==> src/rtl/core/configurable_gf256_sbox_core_assert.svh <==
// Assertion macros shared by the sbox core RTL.
`ifndef CONFIGURABLE_GF256_SBOX_CORE_ASSERT_SVH
`define CONFIGURABLE_GF256_SBOX_CORE_ASSERT_SVH

// ante holds now, cons holds on the next clock
`define CGS_ASSERT_NXT(lbl, ante, cons) \
	lbl: assert property (@(posedge clk) disable iff (!arst_n) (ante) |=> (cons)) \
		else $error("sbox core assertion failed");

// ante holds now, cons holds dly clocks later
`define CGS_ASSERT_DLY(lbl, ante, dly, cons) \
	lbl: assert property (@(posedge clk) disable iff (!arst_n) (ante) |-> ##dly (cons)) \
		else $error("sbox core assertion failed");

`endif

==> src/rtl/core/cgs_pkg.sv <==
// ----------------------------------------------------------------------------
// cgs_pkg
// Types, register map and GF(2^8) helpers for the configurable sbox core.
// ----------------------------------------------------------------------------
package cgs_pkg;

	localparam int unsigned ADDR_W = 4;
	localparam int unsigned DATA_W = 32;

	// register indexes (paddr[3:2])
	localparam logic [1:0] REG_FIELD_POLY   = 2'd0;
	localparam logic [1:0] REG_AFFINE_MASK  = 2'd1;
	localparam logic [1:0] REG_AFFINE_CONST = 2'd2;

	localparam logic [8:0] FIELD_POLY_RST   = 9'h11B;
	localparam logic [7:0] AFFINE_MASK_RST  = 8'h1F;
	localparam logic [7:0] AFFINE_CONST_RST = 8'h15;

	typedef struct packed {
		logic [8:0] field_poly;
		logic [7:0] affine_mask;
		logic [7:0] affine_const;
	} cfg_t;

	// multiply by x, x^8 term implied
	function automatic logic [7:0] gf_xtime(input logic [7:0] a, input logic [7:0] p);
		return {a[6:0], 1'b0} ^ (a[7] ? p : 8'h00);
	endfunction

	function automatic logic [7:0] gf_mul(input logic [7:0] a, input logic [7:0] b,
		input logic [7:0] p);
		logic [7:0] acc;
		logic [7:0] sh;
		acc = 8'h00;
		sh  = a;
		for (int i = 0; i < 8; i++) begin
			if (b[i]) begin
				acc = acc ^ sh;
			end
			sh = gf_xtime(sh, p);
		end
		return acc;
	endfunction

	function automatic logic [7:0] rotl8(input logic [7:0] v, input int unsigned j);
		logic [15:0] tmp;
		tmp = {v, v};
		tmp = tmp << j;
		return tmp[15:8];
	endfunction

	function automatic logic [7:0] affine_map(input logic [7:0] v, input logic [7:0] mask,
		input logic [7:0] cst);
		logic [7:0] acc;
		acc = 8'h00;
		for (int j = 0; j < 8; j++) begin
			if (mask[j]) begin
				acc = acc ^ rotl8(v, j);
			end
		end
		return acc ^ cst;
	endfunction

endpackage

==> src/rtl/core/configurable_gf256_sbox_core.sv <==
// ----------------------------------------------------------------------------
// configurable_gf256_sbox_core
// AES-style byte substitution: GF(2^8) inverse under a programmable
// polynomial, then a programmable circulant affine map.
// ----------------------------------------------------------------------------
// Usage:
//   Input: drive byte_in and pulse start; an item is taken at every edge with
//   start high and busy low. busy is always low, so one item per cycle.
//   Output: valid is high for one cycle with byte_out; the receiver must take
//   it then, since it cannot hold results off.
//   Path: an item taken at an edge passes exponent stages s1 to s10 and
//   the affine output register s11 before it shows on valid/byte_out.
//   Throughput: one item per cycle, set by the ten-stage exponent pipeline
//   (one field multiply per stage, two in s5) plus the affine output stage.
//   Config: APB registers field_poly (0x0), affine_mask (0x4),
//   affine_const (0x8); write only while no item is in flight.
//   Reset: arst_n clears all stage valids and loads the standard AES
//   polynomial 0x11B, mask 0x1F and constant 0x15.
// ----------------------------------------------------------------------------
`include "configurable_gf256_sbox_core_assert.svh"

module configurable_gf256_sbox_core
	import cgs_pkg::*;
(
	input  logic              clk,
	input  logic              arst_n,
	input  logic              start,
	output logic              busy,
	input  logic [7:0]        byte_in,
	output logic              valid,
	output logic [7:0]        byte_out,
	input  logic              psel,
	input  logic              penable,
	input  logic              pwrite,
	input  logic [ADDR_W-1:0] paddr,
	input  logic [DATA_W-1:0] pwdata,
	output logic [DATA_W-1:0] prdata,
	output logic              pready
);

	cfg_t       cfg;
	logic       inv_valid;
	logic [7:0] inv_byte;

	assign busy = 1'b0;

	cgs_cfg_regs u_cfg (
		.clk     (clk),
		.arst_n  (arst_n),
		.psel    (psel),
		.penable (penable),
		.pwrite  (pwrite),
		.paddr   (paddr),
		.pwdata  (pwdata),
		.prdata  (prdata),
		.pready  (pready),
		.cfg     (cfg)
	);

	cgs_inv_pipe u_inv (
		.clk       (clk),
		.arst_n    (arst_n),
		.in_valid  (start & ~busy),
		.in_byte   (byte_in),
		.poly      (cfg.field_poly[7:0]),
		.out_valid (inv_valid),
		.out_inv   (inv_byte)
	);

	cgs_affine u_aff (
		.clk       (clk),
		.arst_n    (arst_n),
		.in_valid  (inv_valid),
		.in_inv    (inv_byte),
		.cfg       (cfg),
		.out_valid (valid),
		.out_byte  (byte_out)
	);

	`CGS_ASSERT_DLY(a_item_out, start && !busy, 11, valid)
	`CGS_ASSERT_DLY(a_no_item_out, !start, 11, !valid)

endmodule

==> src/rtl/core/cgs_cfg_regs.sv <==
// ----------------------------------------------------------------------------
// cgs_cfg_regs
// APB-style register file: field polynomial, affine mask, affine constant.
// ----------------------------------------------------------------------------
module cgs_cfg_regs
	import cgs_pkg::*;
(
	input  logic              clk,
	input  logic              arst_n,
	input  logic              psel,
	input  logic              penable,
	input  logic              pwrite,
	input  logic [ADDR_W-1:0] paddr,
	input  logic [DATA_W-1:0] pwdata,
	output logic [DATA_W-1:0] prdata,
	output logic              pready,
	output cfg_t              cfg
);

	logic [8:0] field_poly_q;
	logic [7:0] affine_mask_q;
	logic [7:0] affine_const_q;
	logic       wr_en;
	logic [1:0] reg_idx;

	assign pready  = 1'b1;
	assign wr_en   = psel & penable & pwrite;
	assign reg_idx = paddr[3:2];

	always_ff @(posedge clk or negedge arst_n) begin
		if (!arst_n) begin
			field_poly_q   <= FIELD_POLY_RST;
			affine_mask_q  <= AFFINE_MASK_RST;
			affine_const_q <= AFFINE_CONST_RST;
		end else if (wr_en) begin
			case (reg_idx)
				REG_FIELD_POLY:   field_poly_q   <= pwdata[8:0];
				REG_AFFINE_MASK:  affine_mask_q  <= pwdata[7:0];
				REG_AFFINE_CONST: affine_const_q <= pwdata[7:0];
				default: ;
			endcase
		end
	end

	always_comb begin
		case (reg_idx)
			REG_FIELD_POLY:   prdata = {23'd0, field_poly_q};
			REG_AFFINE_MASK:  prdata = {24'd0, affine_mask_q};
			REG_AFFINE_CONST: prdata = {24'd0, affine_const_q};
			default:          prdata = '0;
		endcase
	end

	assign cfg.field_poly   = field_poly_q;
	assign cfg.affine_mask  = affine_mask_q;
	assign cfg.affine_const = affine_const_q;

endmodule

==> src/rtl/core/cgs_inv_pipe.sv <==
// ----------------------------------------------------------------------------
// cgs_inv_pipe
// Ten-stage a^254 pipeline, one field multiply per stage (two in stage 5).
// Chain: a2, a3, a6, a12, {a14,a15}, a30, a60, a120, a240, a240*a14.
// ----------------------------------------------------------------------------
`include "configurable_gf256_sbox_core_assert.svh"

module cgs_inv_pipe
	import cgs_pkg::*;
(
	input  logic       clk,
	input  logic       arst_n,
	input  logic       in_valid,
	input  logic [7:0] in_byte,
	input  logic [7:0] poly,
	output logic       out_valid,
	output logic [7:0] out_inv
);

	logic       vld_s1, vld_s2, vld_s3, vld_s4, vld_s5;
	logic       vld_s6, vld_s7, vld_s8, vld_s9, vld_s10;
	logic [7:0] a_s1, a2_s1;
	logic [7:0] a2_s2, a3_s2;
	logic [7:0] a2_s3, a3_s3, a6_s3;
	logic [7:0] a2_s4, a3_s4, a12_s4;
	logic [7:0] a14_s5, a15_s5;
	logic [7:0] a14_s6, a30_s6;
	logic [7:0] a14_s7, a60_s7;
	logic [7:0] a14_s8, a120_s8;
	logic [7:0] a14_s9, a240_s9;
	logic [7:0] inv_s10;

	always_ff @(posedge clk or negedge arst_n) begin
		if (!arst_n) begin
			vld_s1  <= 1'b0;
			vld_s2  <= 1'b0;
			vld_s3  <= 1'b0;
			vld_s4  <= 1'b0;
			vld_s5  <= 1'b0;
			vld_s6  <= 1'b0;
			vld_s7  <= 1'b0;
			vld_s8  <= 1'b0;
			vld_s9  <= 1'b0;
			vld_s10 <= 1'b0;
		end else begin
			vld_s1  <= in_valid;
			vld_s2  <= vld_s1;
			vld_s3  <= vld_s2;
			vld_s4  <= vld_s3;
			vld_s5  <= vld_s4;
			vld_s6  <= vld_s5;
			vld_s7  <= vld_s6;
			vld_s8  <= vld_s7;
			vld_s9  <= vld_s8;
			vld_s10 <= vld_s9;
		end
	end

	always_ff @(posedge clk) begin
		a_s1    <= in_byte;
		a2_s1   <= gf_mul(in_byte, in_byte, poly);
		a2_s2   <= a2_s1;
		a3_s2   <= gf_mul(a2_s1, a_s1, poly);
		a2_s3   <= a2_s2;
		a3_s3   <= a3_s2;
		a6_s3   <= gf_mul(a3_s2, a3_s2, poly);
		a2_s4   <= a2_s3;
		a3_s4   <= a3_s3;
		a12_s4  <= gf_mul(a6_s3, a6_s3, poly);
		a14_s5  <= gf_mul(a12_s4, a2_s4, poly);
		a15_s5  <= gf_mul(a12_s4, a3_s4, poly);
		a14_s6  <= a14_s5;
		a30_s6  <= gf_mul(a15_s5, a15_s5, poly);
		a14_s7  <= a14_s6;
		a60_s7  <= gf_mul(a30_s6, a30_s6, poly);
		a14_s8  <= a14_s7;
		a120_s8 <= gf_mul(a60_s7, a60_s7, poly);
		a14_s9  <= a14_s8;
		a240_s9 <= gf_mul(a120_s8, a120_s8, poly);
		inv_s10 <= gf_mul(a240_s9, a14_s9, poly);
	end

	assign out_valid = vld_s10;
	assign out_inv   = inv_s10;

	// zero and one are fixed points of the inversion for any polynomial
	`CGS_ASSERT_DLY(a_zero_inv, vld_s1 && (a_s1 == 8'h00), 9, vld_s10 && (inv_s10 == 8'h00))
	`CGS_ASSERT_DLY(a_one_inv, vld_s1 && (a_s1 == 8'h01), 9, vld_s10 && (inv_s10 == 8'h01))

endmodule

==> src/rtl/core/cgs_affine.sv <==
// ----------------------------------------------------------------------------
// cgs_affine
// Circulant affine map and output register.
// ----------------------------------------------------------------------------
`include "configurable_gf256_sbox_core_assert.svh"

module cgs_affine
	import cgs_pkg::*;
(
	input  logic       clk,
	input  logic       arst_n,
	input  logic       in_valid,
	input  logic [7:0] in_inv,
	input  cfg_t       cfg,
	output logic       out_valid,
	output logic [7:0] out_byte
);

	logic       vld_s11;
	logic [7:0] byte_s11;

	always_ff @(posedge clk or negedge arst_n) begin
		if (!arst_n) begin
			vld_s11 <= 1'b0;
		end else begin
			vld_s11 <= in_valid;
		end
	end

	always_ff @(posedge clk) begin
		byte_s11 <= affine_map(in_inv, cfg.affine_mask, cfg.affine_const);
	end

	assign out_valid = vld_s11;
	assign out_byte  = byte_s11;

	// empty mask leaves only the constant
	`CGS_ASSERT_NXT(a_mask_zero, in_valid && (cfg.affine_mask == 8'h00), out_byte == cfg.affine_const)
	`CGS_ASSERT_NXT(a_inv_zero, in_valid && (in_inv == 8'h00), out_byte == cfg.affine_const)

endmodule

==> config.mk <==
export PLATFORM = sky130hd
export DESIGN_NAME = configurable_gf256_sbox_core
export DESIGN_NICKNAME = d
export VERILOG_FILES = /design/src/rtl/core/cgs_pkg.sv /design/src/rtl/core/configurable_gf256_sbox_core.sv /design/src/rtl/core/cgs_cfg_regs.sv /design/src/rtl/core/cgs_inv_pipe.sv /design/src/rtl/core/cgs_affine.sv
export VERILOG_INCLUDE_DIRS = /design/src /design/src/rtl/core
export SDC_FILE = /design/constraint.sdc
export NUM_CORES = 1
export LEC_CHECK = 0
export BUFFER_PORTS_ARGS = -buffer_cell sky130_fd_sc_hd__buf_4
export CORE_ASPECT_RATIO = 1.4
export CORE_MARGIN = 4
export CORE_UTILIZATION = 55
export DETAILED_ROUTE_END_ITERATION = 12
export PLACE_DENSITY = 0.74
export SETUP_SLACK_MARGIN = 0.5
export SLEW_MARGIN = 15
export SYNTH_ARGS = -nofsm -noshare
export SYNTH_HDL_FRONTEND = slang
export SYNTH_SLANG_ARGS = --single-unit
export TNS_END_PERCENT = 5
==> constraint.sdc <==
create_clock -name clk -period 4.4 [get_ports clk]
set_input_delay 0.22 -clock clk [delete_from_list [all_inputs] [get_ports clk]]
set_output_delay 0.22 -clock clk [all_outputs]
set_load 0.02 [all_outputs]
==> key figures, run 1 <==
Status
  – Outcome: completed

Cells and area
  – Area Growth Syn to Fin: 14.58%
  – Max reg flops: 9
  – Fin area: 0.03745 mm^2
  – Sequential cell area: ~0.0045 mm^2
  – Final cell count without fillers: 5,337
  – Most common cell after layout, fill and taps aside: nand2_1
  – Share of cells above drive strength 1: 18.09%
  – Nets: between 4,000 and 5,000
  – Largest Register: u_cfg.field_poly_q
  – Multi-input gate area in the final layout: 0.02721 mm^2
  – # fillers: a little over 5,000
  – Most frequent cells in the layout: nand2_1, xnor2_1, buf_4
  – Number of antenna diodes: 0

Global route
  – Initial antenna violation count: 0
  – First-pass GRT wire length: roughly 180,000 um
  – Total track usage: 34.11%
  – Vias in the first global route: about 32,000
  – Largest net degree at the start of global routing: 70
  – GRT overflow: 0

Critical path
  – Max incr delay on CP: between 0.6 and 0.7 ns
  – Crit-path slowest cell: or4_4
  – CP Launch Type: flip-flop
  – CP cell instances: buf_4, nand2b_4, buf_4, o221a_4, xnor2_4, buf_4, xnor3_1, o21ai_2, o21ai_1, o21a_1, or4_4, nand3_1, xor2_1, nand2_1, xor2_1
  – Critical path endpoint category: flip-flop
  – CP delay by family, top: simple AND/OR/NAND/NOR gates
  – Critical path class: reg2reg
  – Crit path max fanout: 8
  – Worst r2r src: u_cfg.field_poly_q[6]
  – R2r setup slk: roughly 0.36 ns
  – Worst endpoint required time: 4.86 ns
  – R2R Path End: u_inv.a30_s6[1]
  – R2R depth: 15
  – Buf/Inv on CP: 3
  – WP data arrival: 4.50 ns
  – Most Frequent Cell on Critical Path: buf_4

Yosys
  – Post-synth EDFFs: 0
  – Yosys warnings: 0
  – Mean Syn Cell Area: 7.149 um^2
  – Sequential-to-total area share from yosys stat: 13.59%
  – Syn Std Cell Area: 0.03269 mm^2
  – Synth Register Bits: 212
  – Post-synth cell types: 111
  – Gate Count Post-Synth: about 4,600
  – Main synth FF type: dfxtp_1
  – Async SR Flop Fraction: 16.98%

STA
  – RSZ-0062 raised after global routing: yes
  – Worst Tran Pin Value: between 1 and 1.5 ns
  – Finish-stage setup viols: 0
  – Layout Skew: 0.01139 ns
  – Final worst path period need: 4.039 ns
  – Hold Worst Slack: about 0.14 ns
  – Worst rel slew slack: 27.08%
  – Period utilization: 91.79%
  – Sum Neg Setup Slack: 0 ns
  – Hold Vio Cnt, Final: 0
  – Fin. max-slew vios: 0
  – F_max: 0.2476 GHz

Die
  – DIE WIDTH: around 210 um
  – I/O pin count: 93
  – Die Ht: 296.4 um
  – Core area: between 0.05 and 0.06 mm^2
  – Die area: 0.06345 mm^2
  – Rows: between 100 and 150
  – Initial Utilization: 55.66%

Run
  – Max-capacitance violation count: 0

Routing
  – Total number of vias: 33,748
  – Via density: 6.323
  – DR iter-0 viols: about 4,100
  – Routed wire length: 115,500 um
  – DRC Markers: 0
  – Drt pass-1 iters: 7
  – Antenna Nets Post-Route: 0
  – Drt wl/cell: between 20 and 25 um

Clock tree
  – CTS tree: done
  – CTS max path bufs: 3
  – Cts bufs inserted: 23
  – Clock-pin slew on the worst setup and hold paths: approximately 0.07 ns
  – Clock latency on the worst-skew pair: 0.57 ns
  – Root Buffer: clkbuf_16
  – # H-tree levels: 1
  – CTS Sinks: 212

Placement
  – Placed Area: approximately 0.034 mm^2
  – DP Cell Count: 5,176
  – Final HPWL from detailed placement: around 79,000 um
  – I/O Buffers: 42
  – GPL Wtd Cong: 0.9974

Worst hold path
  – Hold Path Class: in2async
[what timing repair did]
action,4_1_cts,5_1_grt
cloned,5,2
pin swaps,41,63
endpoints found under the hold margin,70,0
endpoints found under the setup margin,87,87
hold buffers,19,0
resized for setup,112,136
buffers inserted,47,46
[layout make-up]
class	instances	area share, %
Clock buffer	32	1.734
Sequential cell	212	11.96
Clock inverter	10	0.3541
Timing Repair Buffer	429	10.33
Multi-Input combinational cell	3861	72.66
Tap cell	749	2.502
Inverter	44	0.4543
[layer usage]
layer  track usage, %  routed length [um]
met1            39.05               41720
met3            5.988               10440
met5                0                   0
met2            57.73               53870
met4            24.79                9510
[how the worst max path moves through the flow]
stage                                from               end  slack (ns)  depth (start not counted)
finish              u_cfg.field_poly_q[6]   u_inv.a30_s6[1]        0.36                         15
global route        u_cfg.field_poly_q[7]    u_inv.a3_s2[2]        0.24                         15
CTS                 u_cfg.field_poly_q[7]  u_inv.a120_s8[7]        0.42                         15
detailed placement  u_cfg.field_poly_q[5]    u_inv.a2_s1[1]        0.18                         13
global placement    u_cfg.field_poly_q[7]    u_inv.a2_s1[1]        0.20                         13
floorplan           u_cfg.field_poly_q[7]   u_inv.a15_s5[7]        0.68                         16
[cell usage after synthesis, types with 12 or more instances]
| cell | count | area, um^2 |
|---|---|---|
| a21boi_0 | 16 | 120.1 |
| and2_1 | 46 | 287.8 |
| nor3b_1 | 14 | 105.1 |
| mux2i_1 | 33 | 330.3 |
| or3_1 | 23 | 143.9 |
| a21oi_1 | 155 | 775.7 |
| or4_1 | 12 | 90.09 |
| xnor3_1 | 44 | 991.0 |
| xor2_1 | 191 | 1673 |
| nor3_1 | 22 | 110.1 |
| a31oi_1 | 23 | 143.9 |
| nor4_1 | 17 | 106.4 |
| buf_1 | 55 | 206.5 |
| nand2b_1 | 58 | 362.9 |
| o21ai_0 | 214 | 1071 |
| inv_1 | 42 | 157.7 |
| o21ai_1 | 51 | 255.2 |
| buf_2 | 96 | 480.5 |
| and3_1 | 38 | 237.7 |
| o221a_2 | 13 | 146.4 |
| xnor2_4 | 12 | 330.3 |
| o21a_1 | 32 | 240.2 |
| dfxtp_1 | 176 | 3523 |
| a221o_1 | 17 | 170.2 |
| xnor2_2 | 21 | 341.6 |
| nor2_1 | 187 | 701.9 |
| o311ai_1 | 13 | 113.9 |
| o211ai_1 | 47 | 352.8 |
| dfrtp_1 | 23 | 575.6 |
| nand3_1 | 164 | 820.8 |
| mux2_2 | 46 | 518.0 |
| nand3b_1 | 22 | 165.2 |
| clkbuf_1 | 274 | 1028 |
| buf_4 | 42 | 315.3 |
| a32oi_1 | 58 | 508.0 |
| a211oi_2 | 14 | 175.2 |
| nand4_1 | 35 | 219.0 |
| o311ai_0 | 29 | 254.0 |
| or2_2 | 21 | 131.4 |
| dfstp_2 | 13 | 341.6 |
| xnor2_1 | 796 | 6972 |
| a211oi_1 | 46 | 345.3 |
| nand2_1 | 1025 | 3847 |
| a22o_1 | 38 | 332.8 |
[logic make-up after synthesis]
family                    share of synthesized area, %
buffers and inverters                            7.135
muxes                                            2.672
DFF                                              13.59
other                                          0.02298
xor gates and xnor gates                         31.91
and+or+nand+nor                                  23.75
AOI/OAI and AO/OA                                20.93
[metrics by stage]
step	util, %	setup WS, ns
after floorplan	-	0.6807
after global placement	58.17	0.1982
after detailed placement	58.17	0.1754
after CTS	61.77	0.4249
after global routing	63.78	0.2431
final	63.78	0.3613
Power of run 1 is not shown: default switching activity piles up to over one toggle a cycle in this logic, so the estimate is an artifact.
==> run 2, diff against run 1 <==
BUFFER_PORTS_ARGS = -buffer_cell sky130_fd_sc_hd__buf_2   (was -buffer_cell sky130_fd_sc_hd__buf_4)
==> run 2 against run 1 <==
Global-route usage shrank 0.37 points. Via count grew 0.73%. Clock skew rose by 0.0060 ns. Hold slack got worse by 0.11 ns. Worst setup slack got worse by 0.046 ns. Count of clock-buffer cells in the layout shrank 4. Routed wire length grew 1.2%. Non-clock buffer count grew 22.
==> key figures, run 2 (synthesis results as in run 1) <==
STA
  – Final worst path period need: 4.085 ns (+0.04615 ns)
  – Worst Tran Pin Value: 0.9392 ns (-0.1505 ns)
  – Layout Skew: 0.01735 ns (+0.005953 ns)
  – Fin. max-slew vios: 0 (unchanged)
  – F_max: 0.2448 GHz (-1.1%)
  – RSZ-0062 raised after global routing: yes
  – Sum Neg Setup Slack: 0 ns (unchanged)
  – Hold Vio Cnt, Final: 0 (unchanged)
  – Period utilization: 92.84% (+1.0 points)
  – Finish-stage setup viols: 0 (unchanged)
  – Worst rel slew slack: 37.16% (+10 points)

Routing
  – DR iter-0 viols: 4,139 (+0.51%)
  – Routed wire length: 116,900 um (+1.2%)
  – Via density: 6.340 (+0.26%)
  – Total number of vias: 33,995 (+0.73%)
  – DRC Markers: 0 (unchanged)
  – Antenna Nets Post-Route: 0 (unchanged)
  – Drt pass-1 iters: 6 (-1)
  – Drt wl/cell: 21.80 um (+0.70%)

Critical path
  – WP data arrival: 4.54 ns (+0.04 ns)
  – Crit path max fanout: 11 (+3)
  – Worst endpoint required time: 4.86 ns (about the same)
  – Critical path endpoint category: flip-flop
  – Critical path class: reg2reg
  – CP Launch Type: flip-flop

Clock tree
  – # H-tree levels: 1 (unchanged)
  – Clock-pin slew on the worst setup and hold paths: 0.07 ns (about the same)
  – CTS Sinks: 212 (unchanged)
  – CTS max path bufs: 3 (unchanged)
  – CTS tree: done
  – Clock latency on the worst-skew pair: 0.57 ns (about the same)
  – Root Buffer: clkbuf_16
  – Cts bufs inserted: 24 (+4.3%)

Cells and area
  – Max reg flops: 9 (unchanged)
  – Share of cells above drive strength 1: 18.30% (+0.21 points)
  – Final cell count without fillers: 5,362 (+0.47%)
  – Number of antenna diodes: 0 (unchanged)
  – Nets: 4,645 (+0.52%)
  – Most common cell after layout, fill and taps aside: nand2_1
  – Largest Register: u_cfg.field_poly_q
  – Area Growth Syn to Fin: 14.83%
  – # fillers: 5,068 (-0.039%)
  – Most frequent cells in the layout: nand2_1, xnor2_1, buf_4
  – Final core utilization: 63.92% (+0.14 points)

Global route
  – Vias in the first global route: 31,352 (-1.3%)
  – GRT overflow: 0 (unchanged)
  – First-pass GRT wire length: 175,300 um (-0.62%)
  – Largest net degree at the start of global routing: 51 (-27%)
  – Initial antenna violation count: 0 (unchanged)
  – Total track usage: 33.74% (-0.37 points)

Placement
  – I/O Buffers: 42 (unchanged)
  – DP Cell Count: 5,194 (+0.35%)
  – Final HPWL from detailed placement: 78,920 um (-0.33%)
  – GPL Wtd Cong: 0.9630 (-3.4%)

Die
  – I/O pin count: 93 (unchanged)
  – Core area: 0.05873 mm^2 (unchanged)
  – DIE WIDTH: 214.0 um (unchanged)
  – Rows: 105 (unchanged)
  – Die Ht: 296.4 um (unchanged)
  – Die area: 0.06345 mm^2 (unchanged)
  – Initial Utilization: 55.66% (unchanged)

Worst hold path
  – Hold Path Class: in2reg

Run
  – Max-capacitance violation count: 0 (unchanged)

Status
  – Outcome: completed
## run 2: cell count changes in the layout (fill, tap and decap cells not counted), sizes merged
cell / change
clkinvlp: +3
inv: +2
clkbuf: +3
o221a: +1
dlygate4sd3: -4
buf: +22
clkinv: -1
bufinv: +2
bufbuf: -3
## run 2: final timing paths
kind,startpoint,end,slack (ns),cells after the start
max,u_cfg.field_poly_q[7],u_inv.a12_s4[7],0.32,15
min,byte_in[3],u_inv.a_s1[3],0.02,1
max reg2reg,u_cfg.field_poly_q[7],u_inv.a12_s4[7],0.32,15
min reg2reg,u_inv.a14_s6[2],u_inv.a14_s7[2],0.32,0
max in group asynchronous,arst_n,u_cfg.field_poly_q[6],3.53,2
min in group asynchronous,arst_n,u_inv.vld_s1,0.28,2
## run 2: timing repair
action	4_1_cts	5_1_grt
setup endpoints to repair	87	88
buffers inserted	33	64
hold buffers	15	0
gates resized for setup	54	177
pin swaps	18	73
endpoints found under the hold margin	53	0
cloned	2	10
## run 2: worst max-delay path, stage by stage, from the launching register on
cell and delay, ns:
dfrtp_4 0.52, buf_12 0.18, buf_16 0.16, buf_12 0.15, mux2i_4 0.19, o221a_4 0.29, xnor2_4 0.20, nand3_1 0.13
and2_1 0.22, a211oi_4 0.34, buf_6 0.16, mux2_2 0.34, xnor3_2 0.43, o311ai_1 0.34, xnor2_1 0.12, buf_4 0.17
## run 2: area by class of cell
type                    instances  area (um^2)  area share, %
clock buffers                  28        625.6          1.667
well taps                     749        937.1          2.497
clock inverters                16        232.7         0.6200
flip-flops and latches        212         4477          11.93
repair buffers                451         4051          10.79
inverters                      44        173.9         0.4633
multi-input cells            3862        27040          72.03
## run 2: stage by stage
step / worst slack, ns / instance area (um^2) / hold slack, ns
CTS: 0.3725 / 35890 / 0.002435
global placement: 0.1774 / 34210 / 0.3111
finish: 0.3151 / 37530 / 0.02420
global route: 0.2163 / 37530 / 0.03295
floorplan: 0.6807 / 32770 / -0.07559
detailed placement: 0.1457 / 34210 / 0.3121
## run 2: layer usage
layer	GRT usage [%]	vias up	part of all wire, %
met5	0	-	0
met4	23.35	0	8.6
met3	4.424	591	9.3
met2	57.08	2034	46
met1	40.04	15818	36
li1	-	15552	-
Power of run 2 is left out for the same reason.
